<file path="src/hw/rtl/atcp_pkg.sv">
// ----------------------------------------------------------------------------
// atcp_pkg
// Shared types, codes and the colour palette of the text console parser.
// ----------------------------------------------------------------------------
`default_nettype none
package atcp_pkg;

   typedef enum logic [1:0] {
      CMD_GLYPH       = 2'd0,
      CMD_ERASE       = 2'd1,
      CMD_SCROLL_UP   = 2'd2,
      CMD_SCROLL_DOWN = 2'd3
   } cmd_type;

   typedef enum logic {
      CSR_COLUMNS = 1'b0,
      CSR_ROWS    = 1'b1
   } csr_idx_type;

   localparam logic [7:0] CHAR_ESC = 8'h1b;
   localparam logic [7:0] CHAR_BS  = 8'h08;
   localparam logic [7:0] CHAR_LF  = 8'h0a;
   localparam logic [7:0] CHAR_FF  = 8'h0c;
   localparam logic [7:0] CHAR_CR  = 8'h0d;
   localparam logic [7:0] CHAR_SPACE = 8'h20;

   typedef struct packed {
      cmd_type     command;
      logic [7:0]  cell_col;
      logic [7:0]  cell_row;
      logic [7:0]  rect_width;
      logic [7:0]  rect_height;
      logic [7:0]  glyph;
      logic [23:0] fore_rgb;
      logic [23:0] back_rgb;
      logic [7:0]  scroll_lines;
      logic        last;
   } rsp_type;

   // Palette: bright selects the upper half.
   function automatic logic [23:0] palette(input logic bright, input logic [2:0] code);
      logic [23:0] rgb;
      begin
         unique case ({bright, code})
            4'd0:  rgb = 24'h000000;
            4'd1:  rgb = 24'haa0000;
            4'd2:  rgb = 24'h00aa00;
            4'd3:  rgb = 24'haa5500;
            4'd4:  rgb = 24'h0000aa;
            4'd5:  rgb = 24'haa00aa;
            4'd6:  rgb = 24'h00aaaa;
            4'd7:  rgb = 24'haaaaaa;
            4'd8:  rgb = 24'h555555;
            4'd9:  rgb = 24'hff5555;
            4'd10: rgb = 24'h55ff55;
            4'd11: rgb = 24'hffff55;
            4'd12: rgb = 24'h5555ff;
            4'd13: rgb = 24'hff55ff;
            4'd14: rgb = 24'h55ffff;
            default: rgb = 24'hffffff;
         endcase
         return rgb;
      end
   endfunction

endpackage
`default_nettype wire

</file>
<file path="src/hw/rtl/atcp_stream_if.sv">
// ----------------------------------------------------------------------------
// atcp_stream_if
// Valid/ready channel carrying one payload word.
// ----------------------------------------------------------------------------
`default_nettype none
interface atcp_stream_if #(parameter int WIDTH = 8);
   logic             valid;
   logic             ready;
   logic [WIDTH-1:0] data;
   modport source (output valid, output data, input ready);
   modport sink   (input valid, input data, output ready);
endinterface
`default_nettype wire

</file>
<file path="src/hw/rtl/atcp_rsp_if.sv">
// ----------------------------------------------------------------------------
// atcp_rsp_if
// Valid/ready channel carrying one console command.
// ----------------------------------------------------------------------------
`default_nettype none
interface atcp_rsp_if;
   import atcp_pkg::*;
   logic    valid;
   logic    ready;
   rsp_type data;
   modport source (output valid, output data, input ready);
   modport sink   (input valid, input data, output ready);
endinterface
`default_nettype wire

</file>
<file path="src/hw/rtl/ansi_text_console_parser.sv">
// ----------------------------------------------------------------------------
// ansi_text_console_parser
// Turns a stream of terminal bytes into cell-level display commands.
// ----------------------------------------------------------------------------
// Usage:
//   req  : one text byte per request (req.data). Accepted when valid & ready.
//   rsp  : one command per request on rsp; a byte yields zero, one or two
//          commands, the final one carrying last.
//   csr  : csr_we/csr_index/csr_wdata write columns (0) and rows (1); write
//          only while idle.
// All per-byte work is one combinational pass from the parser state into a
// two-entry command buffer. A command appears on rsp the cycle after its
// byte is accepted. One byte per cycle is taken while the buffer drains;
// a byte with two commands holds off the next byte until its second command
// leaves, as the single output port passes one command at a time.
// Reset clears the cursor, parser flags and colours (white on black) and
// loads 40 columns by 30 rows. When the receiver stalls, the buffer holds
// and req.ready drops until there is room for a worst-case byte.
// ----------------------------------------------------------------------------
`default_nettype none
module ansi_text_console_parser
   import atcp_pkg::*;
#(
   parameter int COORD_BITS = 8
) (
   input  wire logic   clock,
   input  wire logic   reset,
   atcp_stream_if.sink req,
   atcp_rsp_if.source  rsp,
   input  wire logic       csr_we,
   input  wire logic       csr_index,
   input  wire logic [7:0] csr_wdata
);
   localparam int CW = (COORD_BITS > 8) ? COORD_BITS : 8;
   localparam int XW = CW + 2;
   localparam logic [XW-1:0] CMAX = XW'((1 << COORD_BITS) - 1);

   logic [7:0] columns_ff, rows_ff;
   logic [CW-1:0] col_ff, col_in, row_ff, row_in;
   logic esc_ff, esc_in, csi_ff, csi_in, bad_ff, bad_in, sec_ff, sec_in;
   logic g1_ff, g1_in, g2_ff, g2_in;
   logic [7:0] a1_ff, a1_in, a2_ff, a2_in;
   logic [2:0] fc_ff, fc_in, bc_ff, bc_in;
   logic br_ff, br_in, inv_ff, inv_in;

   // Output buffer: two slots, slot 0 at the head.
   rsp_type buf_ff [2];
   logic [1:0] cnt_ff;
   rsp_type c0, c1;
   logic [1:0] n_cmd;

   wire take = req.valid & req.ready;
   wire pop  = rsp.valid & rsp.ready;
   assign req.ready = (cnt_ff == 2'd0) || (cnt_ff == 2'd1 && pop);
   assign rsp.valid = cnt_ff != 2'd0;
   assign rsp.data  = buf_ff[0];

   // Clamp a signed wide value to 0..CMAX.
   function automatic logic [CW-1:0] clampc(input logic signed [XW-1:0] v);
      if (v < 0) return '0;
      if (v > $signed(CMAX)) return CW'(CMAX);
      return CW'(v);
   endfunction

   function automatic logic signed [XW-1:0] sx(input logic [CW-1:0] v);
      return $signed({2'b00, v});
   endfunction

   // Apply one SGR code to colour state.
   function automatic logic [7:0] sgr(input logic [7:0] code, input logic [7:0] st);
      // st = {fc[2:0], bc[2:0], br, inv}
      logic [7:0] o;
      o = st;
      if (code == 8'd0) o = {3'd7, 3'd0, 1'b0, 1'b0};
      else if (code == 8'd1) o[1] = 1'b1;
      else if (code == 8'd7) o[0] = 1'b1;
      else if (code == 8'd21) o[1] = 1'b0;
      else if (code == 8'd27) o[0] = 1'b0;
      else if (code >= 8'd30 && code <= 8'd37) o[7:5] = 3'(code - 8'd30);
      else if (code >= 8'd40 && code <= 8'd47) o[4:2] = 3'(code - 8'd40);
      return o;
   endfunction

   always_comb begin
      logic signed [XW-1:0] w, h, cc, cr, a1, a2, ln;
      logic [23:0] fg, bg;
      logic [7:0] c, st, v;
      logic [11:0] m;
      rsp_type e;
      logic text;
      col_in = col_ff; row_in = row_ff;
      esc_in = esc_ff; csi_in = csi_ff; bad_in = bad_ff; sec_in = sec_ff;
      g1_in = g1_ff; g2_in = g2_ff; a1_in = a1_ff; a2_in = a2_ff;
      fc_in = fc_ff; bc_in = bc_ff; br_in = br_ff; inv_in = inv_ff;
      c = req.data;
      w = (columns_ff == 8'd0) ? XW'(1) : $signed(XW'(columns_ff));
      h = (rows_ff == 8'd0) ? XW'(1) : $signed(XW'(rows_ff));
      cc = sx(col_ff); cr = sx(row_ff);
      a1 = g1_ff ? $signed(XW'(a1_ff)) : XW'(1);
      a2 = g2_ff ? $signed(XW'(a2_ff)) : XW'(1);
      fg = palette(br_ff, fc_ff);
      bg = palette(1'b0, bc_ff);
      e = '0;
      e.fore_rgb = inv_ff ? bg : fg;
      e.back_rgb = inv_ff ? fg : bg;
      c0 = e; c1 = e; n_cmd = 2'd0;
      text = 1'b0; st = 8'd0; v = 8'd0; m = 12'd0; ln = '0;
      if (c == CHAR_ESC) begin
         esc_in = 1'b1; csi_in = 1'b0;
      end else begin
         text = 1'b1;
         if (csi_ff) begin
            if (c >= "0" && c <= "9") begin
               text = 1'b0;
               v = sec_ff ? a2_ff : a1_ff;
               m = 12'(v) * 12'd10 + 12'(c - "0");
               v = (m > 12'd255) ? 8'd255 : m[7:0];
               if (sec_ff) begin a2_in = v; g2_in = 1'b1; end
               else begin a1_in = v; g1_in = 1'b1; end
            end else if (c == ";") begin
               text = 1'b0;
               if (sec_ff) bad_in = 1'b1; else sec_in = 1'b1;
            end else if ((c >= "A" && c <= "Z") || (c >= "a" && c <= "z")) begin
               text = 1'b0;
               csi_in = 1'b0;
               if (!bad_ff) begin
                  priority case (c)
                     "A": row_in = clampc((cr - a1 < 0) ? XW'(0) : cr - a1);
                     "B": row_in = clampc((cr + a1 > h) ? h : cr + a1);
                     "C": col_in = clampc((cc + a1 > w) ? w : cc + a1);
                     "D": col_in = clampc((cc - a1 < 0) ? XW'(0) : cc - a1);
                     "E": begin
                        col_in = '0; row_in = clampc((cr + a1 > h) ? h : cr + a1);
                     end
                     "F": begin
                        col_in = '0; row_in = clampc((cr - a1 < 0) ? XW'(0) : cr - a1);
                     end
                     "G": col_in = clampc((a1 - XW'(1) < 0) ? XW'(0)
                                          : ((a1 - XW'(1) > w) ? w : a1 - XW'(1)));
                     "H", "f": begin
                        col_in = clampc((a2 - XW'(1) < 0) ? XW'(0)
                                        : ((a2 - XW'(1) > w) ? w : a2 - XW'(1)));
                        row_in = clampc((a1 - XW'(1) < 0) ? XW'(0)
                                        : ((a1 - XW'(1) > h) ? h : a1 - XW'(1)));
                     end
                     "J", "K": begin
                        v = g1_ff ? a1_ff : 8'd0;
                        e.command = CMD_ERASE;
                        if (v == 8'd0) begin
                           if (c == "J" && cr < h - 1) begin
                              e.cell_col = 8'd0; e.cell_row = 8'(cr + 1);
                              e.rect_width = 8'(w); e.rect_height = 8'(h - cr - 1);
                              c0 = e; n_cmd = 2'd1;
                           end
                           if (cc < w) begin
                              e.cell_col = 8'(cc); e.cell_row = 8'(cr);
                              e.rect_width = 8'(w - cc); e.rect_height = 8'd1;
                              if (n_cmd == 2'd0) c0 = e; else c1 = e;
                              n_cmd = n_cmd + 2'd1;
                           end
                        end else if (v == 8'd1) begin
                           if (c == "J" && cr != 0) begin
                              e.cell_col = 8'd0; e.cell_row = 8'd0;
                              e.rect_width = 8'(w); e.rect_height = 8'(cr);
                              c0 = e; n_cmd = 2'd1;
                           end
                           if (cc != 0) begin
                              e.cell_col = 8'd0; e.cell_row = 8'(cr);
                              e.rect_width = 8'(cc); e.rect_height = 8'd1;
                              if (n_cmd == 2'd0) c0 = e; else c1 = e;
                              n_cmd = n_cmd + 2'd1;
                           end
                        end else if (v == 8'd2) begin
                           if (c == "J") begin
                              e.cell_col = 8'd0; e.cell_row = 8'd0;
                              e.rect_width = 8'(w); e.rect_height = 8'(h);
                              c0 = e; n_cmd = 2'd1;
                           end else if (cr < h) begin
                              e.cell_col = 8'd0; e.cell_row = 8'(cr);
                              e.rect_width = 8'(w); e.rect_height = 8'd1;
                              c0 = e; n_cmd = 2'd1;
                           end
                        end
                     end
                     "S", "T": begin
                        e.rect_width = 8'(w); e.rect_height = 8'(h);
                        if (a1 >= h) begin
                           e.command = CMD_ERASE; c0 = e; n_cmd = 2'd1;
                        end else if (a1 > 0) begin
                           e.command = (c == "T") ? CMD_SCROLL_DOWN : CMD_SCROLL_UP;
                           e.scroll_lines = 8'(a1); c0 = e; n_cmd = 2'd1;
                        end
                     end
                     "m": begin
                        st = sgr(g1_ff ? a1_ff : 8'd0, {fc_ff, bc_ff, br_ff, inv_ff});
                        if (g2_ff) st = sgr(a2_ff, st);
                        {fc_in, bc_in, br_in, inv_in} = st;
                     end
                     default: ;
                  endcase
               end
            end else begin
               csi_in = 1'b0;
            end
         end
         if (text) begin
            if (esc_ff && c == "[") begin
               esc_in = 1'b0; csi_in = 1'b1; bad_in = 1'b0; sec_in = 1'b0;
               g1_in = 1'b0; g2_in = 1'b0; a1_in = 8'd0; a2_in = 8'd0;
            end else begin
               esc_in = 1'b0;
               e.rect_width = 8'd1; e.rect_height = 8'd1;
               unique case (c)
                  CHAR_BS: if (cc != 0) begin
                     col_in = CW'(cc - 1);
                     e.command = CMD_GLYPH; e.cell_col = 8'(cc - 1);
                     e.cell_row = 8'(cr); e.glyph = CHAR_SPACE;
                     c0 = e; n_cmd = 2'd1;
                  end
                  CHAR_LF: begin col_in = '0; row_in = clampc(cr + XW'(1)); end
                  CHAR_FF: begin
                     col_in = '0; row_in = '0;
                     e.command = CMD_ERASE; e.rect_width = 8'(w); e.rect_height = 8'(h);
                     c0 = e; n_cmd = 2'd1;
                  end
                  CHAR_CR: col_in = '0;
                  default: begin
                     if (cc >= w) begin cc = '0; cr = sx(clampc(cr + XW'(1))); end
                     if (cr >= h) begin
                        ln = cr - h + XW'(1);
                        c0.rect_width = 8'(w); c0.rect_height = 8'(h);
                        if (ln >= h) begin
                           c0.command = CMD_ERASE; n_cmd = 2'd1;
                        end else if (ln > 0) begin
                           c0.command = CMD_SCROLL_UP; c0.scroll_lines = 8'(ln);
                           n_cmd = 2'd1;
                        end
                        cr = sx(clampc(h - XW'(1)));
                     end
                     e.command = CMD_GLYPH; e.cell_col = 8'(cc); e.cell_row = 8'(cr);
                     e.glyph = c;
                     if (n_cmd == 2'd0) c0 = e; else c1 = e;
                     n_cmd = n_cmd + 2'd1;
                     row_in = CW'(cr);
                     col_in = clampc(cc + XW'(1));
                  end
               endcase
            end
         end
      end
      if (n_cmd == 2'd1) c0.last = 1'b1;
      if (n_cmd == 2'd2) c1.last = 1'b1;
   end

   // Hold state and buffer count.
   always_ff @(posedge clock) begin
      if (reset) begin
         columns_ff <= 8'd40; rows_ff <= 8'd30;
         col_ff <= '0; row_ff <= '0;
         esc_ff <= 1'b0; csi_ff <= 1'b0; bad_ff <= 1'b0; sec_ff <= 1'b0;
         g1_ff <= 1'b0; g2_ff <= 1'b0; a1_ff <= 8'd0; a2_ff <= 8'd0;
         fc_ff <= 3'd7; bc_ff <= 3'd0; br_ff <= 1'b0; inv_ff <= 1'b0;
         cnt_ff <= 2'd0;
      end else begin
         if (csr_we) begin
            if (csr_idx_type'(csr_index) == CSR_COLUMNS) columns_ff <= csr_wdata;
            else rows_ff <= csr_wdata;
         end
         if (take) begin
            col_ff <= col_in; row_ff <= row_in;
            esc_ff <= esc_in; csi_ff <= csi_in; bad_ff <= bad_in; sec_ff <= sec_in;
            g1_ff <= g1_in; g2_ff <= g2_in; a1_ff <= a1_in; a2_ff <= a2_in;
            fc_ff <= fc_in; bc_ff <= bc_in; br_ff <= br_in; inv_ff <= inv_in;
         end
         // At take the buffer is empty or draining its last entry.
         if (take) cnt_ff <= n_cmd;
         else if (pop) cnt_ff <= cnt_ff - 2'd1;
      end
   end

   always_ff @(posedge clock) begin
      if (take) begin
         buf_ff[0] <= c0; buf_ff[1] <= c1;
      end else if (pop) begin
         buf_ff[0] <= buf_ff[1];
      end
   end

   // Ready only with room for two commands.
   a_no_take_full: assert property (@(posedge clock) disable iff (reset)
      (cnt_ff == 2'd2) |-> !req.ready) else $error("accept with full buffer");
   a_cnt_range: assert property (@(posedge clock) disable iff (reset)
      cnt_ff != 2'd3) else $error("buffer count overflow");
   a_last_end: assert property (@(posedge clock) disable iff (reset)
      (cnt_ff == 2'd1) |-> buf_ff[0].last) else $error("final command lacks last");
   a_pop_dec: assert property (@(posedge clock) disable iff (reset)
      (pop && !take) |=> cnt_ff == $past(cnt_ff) - 2'd1) else $error("bad drain");

endmodule
`default_nettype wire
</file>
<file path="src/flat_wrapper.sv">
// flat-port wrapper written by rule: the top's interface ports become plain ports
module ansi_text_console_parser_flat import atcp_pkg::*;
#(
   parameter int COORD_BITS = 8
)
  (clock, reset, csr_we, csr_index, csr_wdata, req_valid, req_data, req_ready, rsp_valid, rsp_data, rsp_ready);
  atcp_stream_if req_i ();
  atcp_rsp_if rsp_i ();
  input  wire logic clock;
  input  wire logic reset;
  input  wire logic csr_we;
  input  wire logic csr_index;
  input  wire logic [7:0] csr_wdata;
  input wire logic [$bits(req_i.valid)-1:0] req_valid;
  input wire logic [$bits(req_i.data)-1:0] req_data;
  output wire logic [$bits(req_i.ready)-1:0] req_ready;
  output wire logic [$bits(rsp_i.valid)-1:0] rsp_valid;
  output wire logic [$bits(rsp_i.data)-1:0] rsp_data;
  input wire logic [$bits(rsp_i.ready)-1:0] rsp_ready;
  assign req_i.valid = req_valid;
  assign req_i.data = req_data;
  assign req_ready = req_i.ready;
  assign rsp_valid = rsp_i.valid;
  assign rsp_data = rsp_i.data;
  assign rsp_i.ready = rsp_ready;
  ansi_text_console_parser #(.COORD_BITS(COORD_BITS)) u_core (.clock(clock), .reset(reset), .req(req_i), .rsp(rsp_i), .csr_we(csr_we), .csr_index(csr_index), .csr_wdata(csr_wdata));
endmodule
</file>
<file path="config.mk">
export PLATFORM = sky130hd
export DESIGN_NAME = ansi_text_console_parser_flat
export DESIGN_NICKNAME = d
export VERILOG_FILES = /design/src/hw/rtl/atcp_pkg.sv /design/src/hw/rtl/atcp_stream_if.sv /design/src/hw/rtl/atcp_rsp_if.sv /design/src/hw/rtl/ansi_text_console_parser.sv /design/src/flat_wrapper.sv
export SDC_FILE = /design/constraint.sdc
export NUM_CORES = 1
export LEC_CHECK = 0
export BUFFER_PORTS_ARGS = -buffer_cell sky130_fd_sc_hd__buf_2
export CORE_MARGIN = 2
export CORE_UTILIZATION = 55
export CTS_CLUSTER_DIAMETER = 200
export DETAILED_ROUTE_END_ITERATION = 7
export GPL_TIMING_DRIVEN = 0
export MAX_ROUTING_LAYER = met4
export PLACE_DENSITY = 0.8
export SETUP_SLACK_MARGIN = 0.15
export SLEW_MARGIN = 10
export SYNTH_ARGS = -nofsm -noshare
export SYNTH_HDL_FRONTEND = slang
export SYNTH_SLANG_ARGS = --single-unit
</file>
<file path="constraint.sdc">
create_clock -name clock -period 8.5 [get_ports clock]
set_input_delay 1.7 -clock clock [delete_from_list [all_inputs] [get_ports clock]]
set_output_delay 1.7 -clock clock [all_outputs]
set_load 0.02 [all_outputs]
</file>
==> results.yml, run 1 <==
sta:
  skew_ps: 10.8
  min_period_ps: 7990
  postLayoutSetupSlackWorst_ps: 509
  slew_viol_final: 0
  rsz0062_at_grt: "false"
  period_share_pct: 94.0
  hold_viol_final: 0
  setup_viol_count_final: 0
  slew_headroom_pct: 27.0
  tightest_slew_ps: 1080
  clock.fmax_mhz: 125
synth:
  ys_warn_count: 0
  ys_ff_latch: 187
  synth_edf_count: 114
  yosys.area_share.adder_pct: 14.1
  avgSynthCellArea_um2: 8.29
  async_flop_share_pct: 0
  synth_top_cells_by_count: "198 x nand2_1, 185 x ha_1, 165 x a21oi_1"
  synthCells: 2191
  netlist_top_cells_area: "edfxtp_1 19%, ha_1 13%, dfxtp_1 8.0%, a21oi_1 4.5%, nand2_1 4.1%"
  synthXorXnorAreaFrac_pct: 3.14
  yosysSeqAreaShare_pct: 26.9
  yosys.area.top_type: "edfxtp_1"
  synthMuxAreaShare_pct: 3.29
  synth-compound-area-share_pct: 25.1
  yosysMostFrequentCell: "nand2_1"
  synth_area_mm2: 0.0182
  netlist.area_leader.share_pct: 18.9
  synth-main-ff-cell: "edfxtp_1"
  synth_top_family_by_area: "compound AO/OA/AOI/OAI gates"
  synthSimpleGateAreaFrac_pct: 20.8
  synth.distinct_cells: 102
cells_and_area:
  stdcell_area_mm2: 0.0201
  fin_nets: 2565
  fillers: 2996
  drive_above_1_share_pct: 13.9
  antenna_cells: 0
  utilization_pct: 61.8
  stdcell_count: 2801
  area_delta_synth_final_pct: 10.8
floorplan:
  rows: 66
  die_w_um: 186
  fp.coreArea_mm2: 0.0325
  ios: 123
  die_area_mm2: 0.0345
  initial_utilization_pct: 55.8
  die_h_um: 186
critical_path:
  reg2reg_to: "u_core.buf_ff[0][92]"
  crit_arrival_ps: 8200
  critPathKind: "reg2reg"
  crit_path_max_fanout: 10
  endpoint_kind: "flip-flop"
  r2r-start: "u_core.col_ff[4]"
  required_ps: 8710
  crit_path_start_kind: "flip-flop"
  ff2ff_path_depth: 27
  reg2reg_slack_ps: 510
worst_hold_path:
  holdPathStages: 1
  hp-start: "u_core.fc_ff[2]"
  hold_class: "reg2reg"
  min_to: "u_core.fc_ff[2]"
outcome:
  status: "finished clean"
power_and_ir_drop:
  cellInternalPower_mw: 2.70
  powerDensity_mw_per_mm2: 258
  swShare_pct: 48.0
  p_comb_share_pct: 57.3
  p_switching_mw: 2.49
  clkPwrFrac_pct: 15.1
  p_leak_nw: 8.31
  seq_power_share_pct: 27.6
  ir_drop_uv: 220
routing:
  wirelength_um: 74500
  drt-vias-per-instance: 6.82
  drt-initial-drc-count: 3142
  num_vias: 19100
  first_pass_iters: 7
  ant_nets: 0
  wl_per_cell_um: 26.6
  drc_errors: 0
clocking:
  clockBufferDepth: 2
  cts-root-buf: "clkbuf_16"
  postCtsHoldBufs: 0
  htreeDepth: 4
  cts_buffers: 17
  cts_tree: "yes"
  clock_sinks: 187
  clock_latency_ps: 470
  clk_pin_slew_worst_paths_ps: 70
global_routing:
  grt.total_usage_pct: 44.3
  grt_pass1_vias: 17600
  antenna_found_initial: 0
  grt_overflow: 0
  grt_max_degree: 46
  grt_pass1_wl_um: 109000
placement:
  pre_cts_slack_ps: -2080
  hpwlAfterDp_um: 59200
  gp_congestion: 1.12
  place_area_mm2: 0.0194
  io_buffers: 122
  dp_cells: 2764
job:
  cap_violations: 0
==> worst max path at each step <==
stage	end	slack (ps)	from
after global placement	u_core.buf_ff[0][65]	-2090	u_core.columns_ff[4]
after detailed placement	u_core.buf_ff[0][65]	-2080	u_core.columns_ff[4]
after floorplan	u_core.buf_ff[0][65]	1660	u_core.columns_ff[4]
final	u_core.buf_ff[0][92]	510	u_core.col_ff[4]
after global routing	u_core.buf_ff[0][90]	170	u_core.col_ff[4]
after CTS	u_core.buf_ff[0][92]	160	u_core.columns_ff[2]
==> sequential cells by signal (all words and copies together), names as in the netlist, 2 cells and up, named ones only <==
register and flops:
u_core.buf_ff 114, u_core.a1_ff 8, u_core.columns_ff 8, u_core.fc_ff 3
u_core.rows_ff 8, u_core.bc_ff 3, u_core.cnt_ff 2, u_core.a2_ff 8
u_core.col_ff 8, u_core.row_ff 8
==> cells by family after synthesis <==
| group | Yosys count |
|---|---|
| simple gates | 744 |
| compound gates | 669 |
| buf+inv | 272 |
| fa+ha+maj | 197 |
| flops | 187 |
| xor+xnor | 65 |
| mux | 56 |
| other cells | 1 |
==> layer usage <==
layer  vias up  part of all wire (%)  track usage [%]
li1       8425                     -                -
met1      8967                    40             58.5
met2      1386                    41             61.7
met3       313                    13             10.8
met4         0                   6.5             24.8
met5         -                     0                -
==> worst max-delay path, cell delays in order, from the launching register on <==
cell and delay, ps:
dfxtp_1 520, clkbuf_1 550, inv_1 310, ha_1 470, and3_1 240, a31oi_2 180, a211oi_2 330, mux2i_2 370
inv_1 110, ha_1 230, fa_1 610, or3b_2 480, o2111ai_1 280, xor2_2 260, ha_1 300, nand4_1 90
a21oi_1 70, a2111oi_4 290, buf_4 210, a21oi_1 80, nor2_1 160, ha_1 250, inv_1 110, nor2_1 300
nand3_2 260, o21ai_1 320, o21bai_1 190, o21ai_0 130
==> layout make-up <==
type / instances / area [um^2] / area share (%)
Clock inverter: 12 / 110 / 0.547
Multi-Input combinational cell: 1739 / 12200 / 60.6
Inverter: 103 / 394 / 1.96
Sequential cell: 187 / 4890 / 24.3
Timing Repair Buffer: 129 / 688 / 3.42
Clock buffer: 20 / 437 / 2.17
Buffer: 169 / 847 / 4.21
Tap cell: 442 / 553 / 2.75
==> power groups by stage <==
| stage | clock network [mW] | logic (mW) | registers, mW |
|---|---|---|---|
| floorplan | 0 | 1.74 | 1.59 |
| CTS | 0.779 | 2.85 | 1.43 |
| finish | 0.783 | 2.97 | 1.43 |
| global placement | 0 | 2.74 | 1.45 |
| global route | 0.815 | 3.18 | 1.46 |
| detailed placement | 0 | 2.81 | 1.44 |
==> per-stage QoR <==
stage          hold slack, ps  setup TNS, ps  power, mW
6_report                  477              0       5.18
5_1_grt                   490              0       5.45
4_1_cts                   474              0       5.05
3_5_place_dp              451         -97040       4.25
3_3_place_gp              436         -95600       4.19
2_1_floorplan             427              0       3.33
==> cell usage in the layout, fill, tap and decap left out, types with 16 or more instances in the layout <==
cell type	count
o211ai_1	23
ha_1	185
nand4_1	20
a221oi_1	18
buf_4	46
a211oi_1	24
a22o_1	21
nor3_1	66
a21oi_1	164
or3_1	16
clkbuf_1	91
xnor2_1	45
nand2b_1	39
mux2i_1	27
and3_1	19
edfxtp_1	114
o21ai_0	130
nand2_1	197
a31oi_1	25
a21o_1	33
nor2_1	154
o22ai_1	20
inv_1	97
and2_1	32
a22oi_1	20
clkbuf_16	17
nand3_1	76
mux2_2	26
dfxtp_1	70
o21a_1	25
buf_2	148
xor2_1	19
nor2b_1	35
==> timing repair <==
action	in CTS	in global routing
pin swaps	1	1
setup endpoints to repair	80	73
gates resized for setup	21	16
hold endpoints to repair	0	0
buffers inserted	2	3
Note: power is estimated with default switching activity, not from simulation.
==> run 2: changes to the inputs <==
Settings changed: CELL_PAD_IN_SITES_DETAIL_PLACEMENT from default to 1, CELL_PAD_IN_SITES_GLOBAL_PLACEMENT from default to 2, CORE_UTILIZATION 55 to 35, PLACE_DENSITY 0.8 to 0.85, REMOVE_ABC_BUFFERS from default to 1.
Clock period 8.5 ns to 6.78 ns, I/O delays scaled along.
==> results.yml, run 2 (synthesized netlist as in run 1, its figures left out) <==
clocking:
  clk_pin_slew_worst_paths_ps: 80
  postCtsHoldBufs: 0
  cts_buffers: 17
  cts-root-buf: "clkbuf_16"
  clock_sinks: 187
  clockBufferDepth: 2
  cts_tree: "yes"
  clock_latency_ps: 490
  htreeDepth: 4
floorplan:
  die_h_um: 232
  ios: 123
  die_area_mm2: 0.0537
  rows: 83
  fp.coreArea_mm2: 0.0513
  initial_utilization_pct: 35.4
  die_w_um: 232
sta:
  rsz0062_at_grt: "true"
  fin_tns_setup_ps: 0
  min_period_ps: 6710
  setup_viol_count_final: 0
  skew_ps: 17.2
  hold_viol_final: 0
  slew_viol_final: 0
  clock.fmax_mhz: 149
  slew_headroom_pct: 7.67
  tightest_slew_ps: 1370
  period_share_pct: 99.0
global_routing:
  grt_pass1_vias: 18400
  grt.total_usage_pct: 29.4
  grt_max_degree: 62
  grt_overflow: 0
  antenna_found_initial: 1
  grt_pass1_wl_um: 116000
cells_and_area:
  area_delta_synth_final_pct: 14.6
  top_register: "u_core.buf_ff"
  regArea_mm2: 0.00494
  stdcell_count: 2944
  largest_reg_flops: 114
  layout_commonest_cell: "nand2_1"
  drive_above_1_share_pct: 18.3
  most-common-layout-cells: "193 x nand2_1, 175 x ha_1, 156 x a21oi_1"
  utilization_pct: 40.6
  fin_nets: 2470
  multiInputGateArea_mm2: 0.0127
  fillers: 6075
  antenna_cells: 0
critical_path:
  cp_slowest_cell: "fa_2"
  crit_arrival_ps: 7020
  r2r-start: "u_core.columns_ff[2]"
  crit_path_max_incr_delay_ps: 560
  required_ps: 7090
  endpoint_kind: "flip-flop"
  reg2reg_to: "u_core.buf_ff[0][68]"
  critPathMostFrequentCell: "ha_4"
  crit_path_max_fanout: 4
  crit_path_start_kind: "flip-flop"
  startpoint: "u_core.columns_ff[2]"
  worstSetupEndpoint: "u_core.buf_ff[0][68]"
  critPathKind: "reg2reg"
  reg2reg_slack_ps: 70
  ff2ff_path_depth: 30
placement:
  gp_congestion: 1.03
  dp_cells: 2838
  io_buffers: 122
  hpwlAfterDp_um: 57500
routing:
  ant_nets: 0
  drt-vias-per-instance: 6.26
  drt-initial-drc-count: 1788
  first_pass_iters: 6
  wl_per_cell_um: 26.7
  drc_errors: 0
  wirelength_um: 78500
  num_vias: 18400
worst_hold_path:
  holdPathStages: 1
  hold_class: "reg2reg"
outcome:
  status: "finished clean"
power_and_ir_drop:
  ir_drop_uv: 226
  p_leak_nw: 8.34
  powerDensity_mw_per_mm2: 335
job:
  cap_violations: 0
run 2: cell count changes in the layout (fill, tap and decap cells not counted), moves of 7 or more:
cell	change
a21oi_1	-8
buf_1	-8
buf_2	-26
buf_4	+18
clkbuf_1	-91
dfxtp_1	-16
dfxtp_4	+14
ha_1	-10
ha_4	+7
inv_1	-8
run 2: layout make-up:
class                           instances  share of cell area (%)
Inverter                              103                    2.03
Multi-Input combinational cell       1740                    60.9
Timing Repair Buffer                  202                    6.37
Clock buffer                           21                    2.37
Sequential cell                       187                    23.8
Tap cell                              680                    4.09
Clock inverter                         11                   0.451
run 2: per-stage QoR:
step                instance area (um^2)  setup slack (ps)  hold WS, ps  power, mW
global route                       20800             -49.4          494       7.31
detailed placement                 18900             -3920          456       5.27
CTS                                20300               185          477       6.64
floorplan                          17300              -220          427       4.02
finish                             20800              68.5          473       6.96
global placement                   18800             -3790          436       5.15
run 2: metal layers:
layer / up-vias / global-route usage, % / wire length, um
met2: 832 / 45.4 / 35400
li1: 8222 / - / -
met1: 9144 / 37.5 / 32700
met4: 0 / 14.9 / 4420
met3: 238 / 4.19 / 5980
met5: - / - / 0
run 2: how the worst min path moves through the flow:
stage | from | endpoint | slack, ps
floorplan | u_core.fc_ff[2] | u_core.fc_ff[2] | 430
global placement | u_core.fc_ff[2] | u_core.fc_ff[2] | 440
detailed placement | u_core.fc_ff[2] | u_core.fc_ff[2] | 460
CTS | u_core.fc_ff[2] | u_core.fc_ff[2] | 480
global route | u_core.fc_ff[2] | u_core.fc_ff[2] | 490
finish | u_core.fc_ff[2] | u_core.fc_ff[2] | 470
run 2: worst max-delay path, delay by kind of cell, from the launching register on:
family	cells	cell delay [ps]
AOI/OAI and AO/OA	12	2300
adders and majority gates	5	1400
muxes	1	400
and+or+nand+nor	5	980
buffers and inverters	6	810
xor gates and xnor gates	1	230
DFF	1	420
run 2: power breakdown:
group	switching [mW]	internal, mW
clock network	0.505	0.536
registers	0.251	1.64
logic	2.57	1.47
run 2: timing repair:
item | in CTS | in global routing
endpoints found under the setup margin | 86 | 72
cloned | 0 | 1
resized for setup | 119 | 49
buffers inserted | 47 | 26
pin swaps | 27 | 46
==> run 3: changes to the inputs <==
--- a/config.mk
+++ b/config.mk
@@ -14,3 +14,2 @@
 export DETAILED_ROUTE_END_ITERATION = 7
-export GPL_TIMING_DRIVEN = 0
 export MAX_ROUTING_LAYER = met4
==> constraint.sdc (replaced) <==
create_clock -name clock -period 6.78 [get_ports clock]
set_input_delay 0.678 -clock clock [delete_from_list [all_inputs] [get_ports clock]]
set_output_delay 0.678 -clock clock [all_outputs]
set_load 0.02 [all_outputs]
==> results.yml, run 3 (synthesized netlist as in run 1, its figures left out) <==
outcome:
  status: "finished clean"
critical_path:
  critPathKind: "reg2reg"
  crit_path_start_kind: "flip-flop"
  cp_slowest_cell: "a2111oi_4"
  crit_arrival_ps: 6790
  crit_path_max_incr_delay_ps: 370
  required_ps: 7120
  critPathMostFrequentCell: "ha_4"
  critical_path_buf_inv_count: 6
  endpoint_kind: "flip-flop"
  path_delay_family: "compound AO/OA/AOI/OAI gates"
  crit_path_max_fanout: 8
  r2r-start: "u_core.columns_ff[6]"
  startpoint: "u_core.columns_ff[6]"
routing:
  drc_errors: 0
  drt-initial-drc-count: 1665
  wirelength_um: 81900
  ant_nets: 0
  num_vias: 18600
  first_pass_iters: 5
  drt-vias-per-instance: 6.19
  wl_per_cell_um: 27.3
clocking:
  cts_tree: "yes"
  clockBufferDepth: 2
  cts-root-buf: "clkbuf_16"
  clock_sinks: 187
  postCtsHoldBufs: 0
  clk_pin_slew_worst_paths_ps: 80
  cts_buffers: 17
  clock_latency_ps: 510
  htreeDepth: 4
job:
  cap_violations: 0
floorplan:
  die_area_mm2: 0.0537
  initial_utilization_pct: 35.4
  fp.coreArea_mm2: 0.0513
  die_w_um: 232
  ios: 123
  rows: 83
  die_h_um: 232
global_routing:
  grt_overflow: 0
  grt_pass1_vias: 18600
  grt_max_degree: 51
  grt_pass1_wl_um: 122000
  grt.total_usage_pct: 31.1
  antenna_found_initial: 2
sta:
  hold_viol_final: 0
  skew_ps: 25.4
  slew_viol_final: 0
  period_share_pct: 95.1
  slew_headroom_pct: 24.1
  setup_viol_count_final: 0
  rsz0062_at_grt: "false"
  min_period_ps: 6450
  whs_ps: 479
  fin_tns_setup_ps: 0
  clock.fmax_mhz: 155
  tightest_slew_ps: 1140
cells_and_area:
  most-common-layout-cells: "197 x nand2_1, 180 x ha_1, 160 x a21oi_1"
  top_register: "u_core.buf_ff"
  largest_reg_flops: 114
  area_delta_synth_final_pct: 13.9
  layout_commonest_cell: "nand2_1"
  fin_nets: 2527
  stdcell_count: 3002
  drive_above_1_share_pct: 17.3
power_and_ir_drop:
  powerDensity_mw_per_mm2: 334
  ir_drop_uv: 209
  p_leak_nw: 8.54
worst_hold_path:
  hp-start: "u_core.fc_ff[2]"
  hold_class: "reg2reg"
placement:
  gp_congestion: 1.03
  dp_cells: 2958
  hpwlAfterDp_um: 64200
  io_buffers: 122
run 3: worst reg2reg max path: cells and delay by family, from the launching register on:
kind / cells / cell delay [ps]
AOI/OAI and AO/OA: 14 / 2640
adders and majority gates: 6 / 1470
and+or+nand+nor: 7 / 1020
buffers and inverters: 6 / 840
DFF: 1 / 320
run 3: timing repair:
| item | 4_1_cts | 5_1_grt |
|---|---|---|
| setup buffers | 1 | 10 |
| pin swaps | 1 | 17 |
| resized for setup | 4 | 41 |
| hold endpoints to repair | 0 | 0 |
| endpoints found under the setup margin | 72 | 72 |
| gates cloned | 0 | 0 |
run 3: power by group:
part           switching, mW  leakage (nW)  internal, mW
combinational           2.61          6.52          1.42
sequential             0.138          1.71          1.63
clock                  0.531         0.313         0.576
run 3: final cells by class:
class                      instances  area (um^2)
fill                            6118        30600
multi-input combinational       1739        12300
sequential                       187         4880
timing repair buffer             260         1650
tap                              680          851
clock buffer                      20          489
inverter                         103          387
clock inverter                    12          138
antenna                            1         2.50
run 3: routing by layer:
| metal | GRT usage [%] | vias to the layer above | part of all wire, % | routed length, um |
|---|---|---|---|---|
| li1 | - | 8331 | - | - |
| met1 | 40.9 | 9282 | 44 | 35700 |
| met2 | 48.2 | 785 | 45 | 37100 |
| met3 | 4.05 | 174 | 6.6 | 5440 |
| met4 | 13.2 | 0 | 4.6 | 3760 |
| met5 | - | - | 0 | 0 |
run 3: per-stage QoR:
step	util, %	area, um^2	worst slack [ps]	total power [mW]
2_1_floorplan	-	17300	-220	4.02
3_3_place_gp	38.5	19800	-22.4	5.49
3_5_place_dp	38.5	19800	-192	5.58
4_1_cts	39.8	20400	151	6.72
5_1_grt	40.3	20700	43.2	7.25
6_report	40.3	20700	329	6.90
run 3: final timing paths:
kind / to / slack (ps) / depth (start not counted)
max: u_core.buf_ff[0][66] / 330 / 33
min: u_core.fc_ff[2] / 480 / 1
max reg2reg: u_core.buf_ff[0][66] / 330 / 33
min reg2reg: u_core.fc_ff[2] / 480 / 1
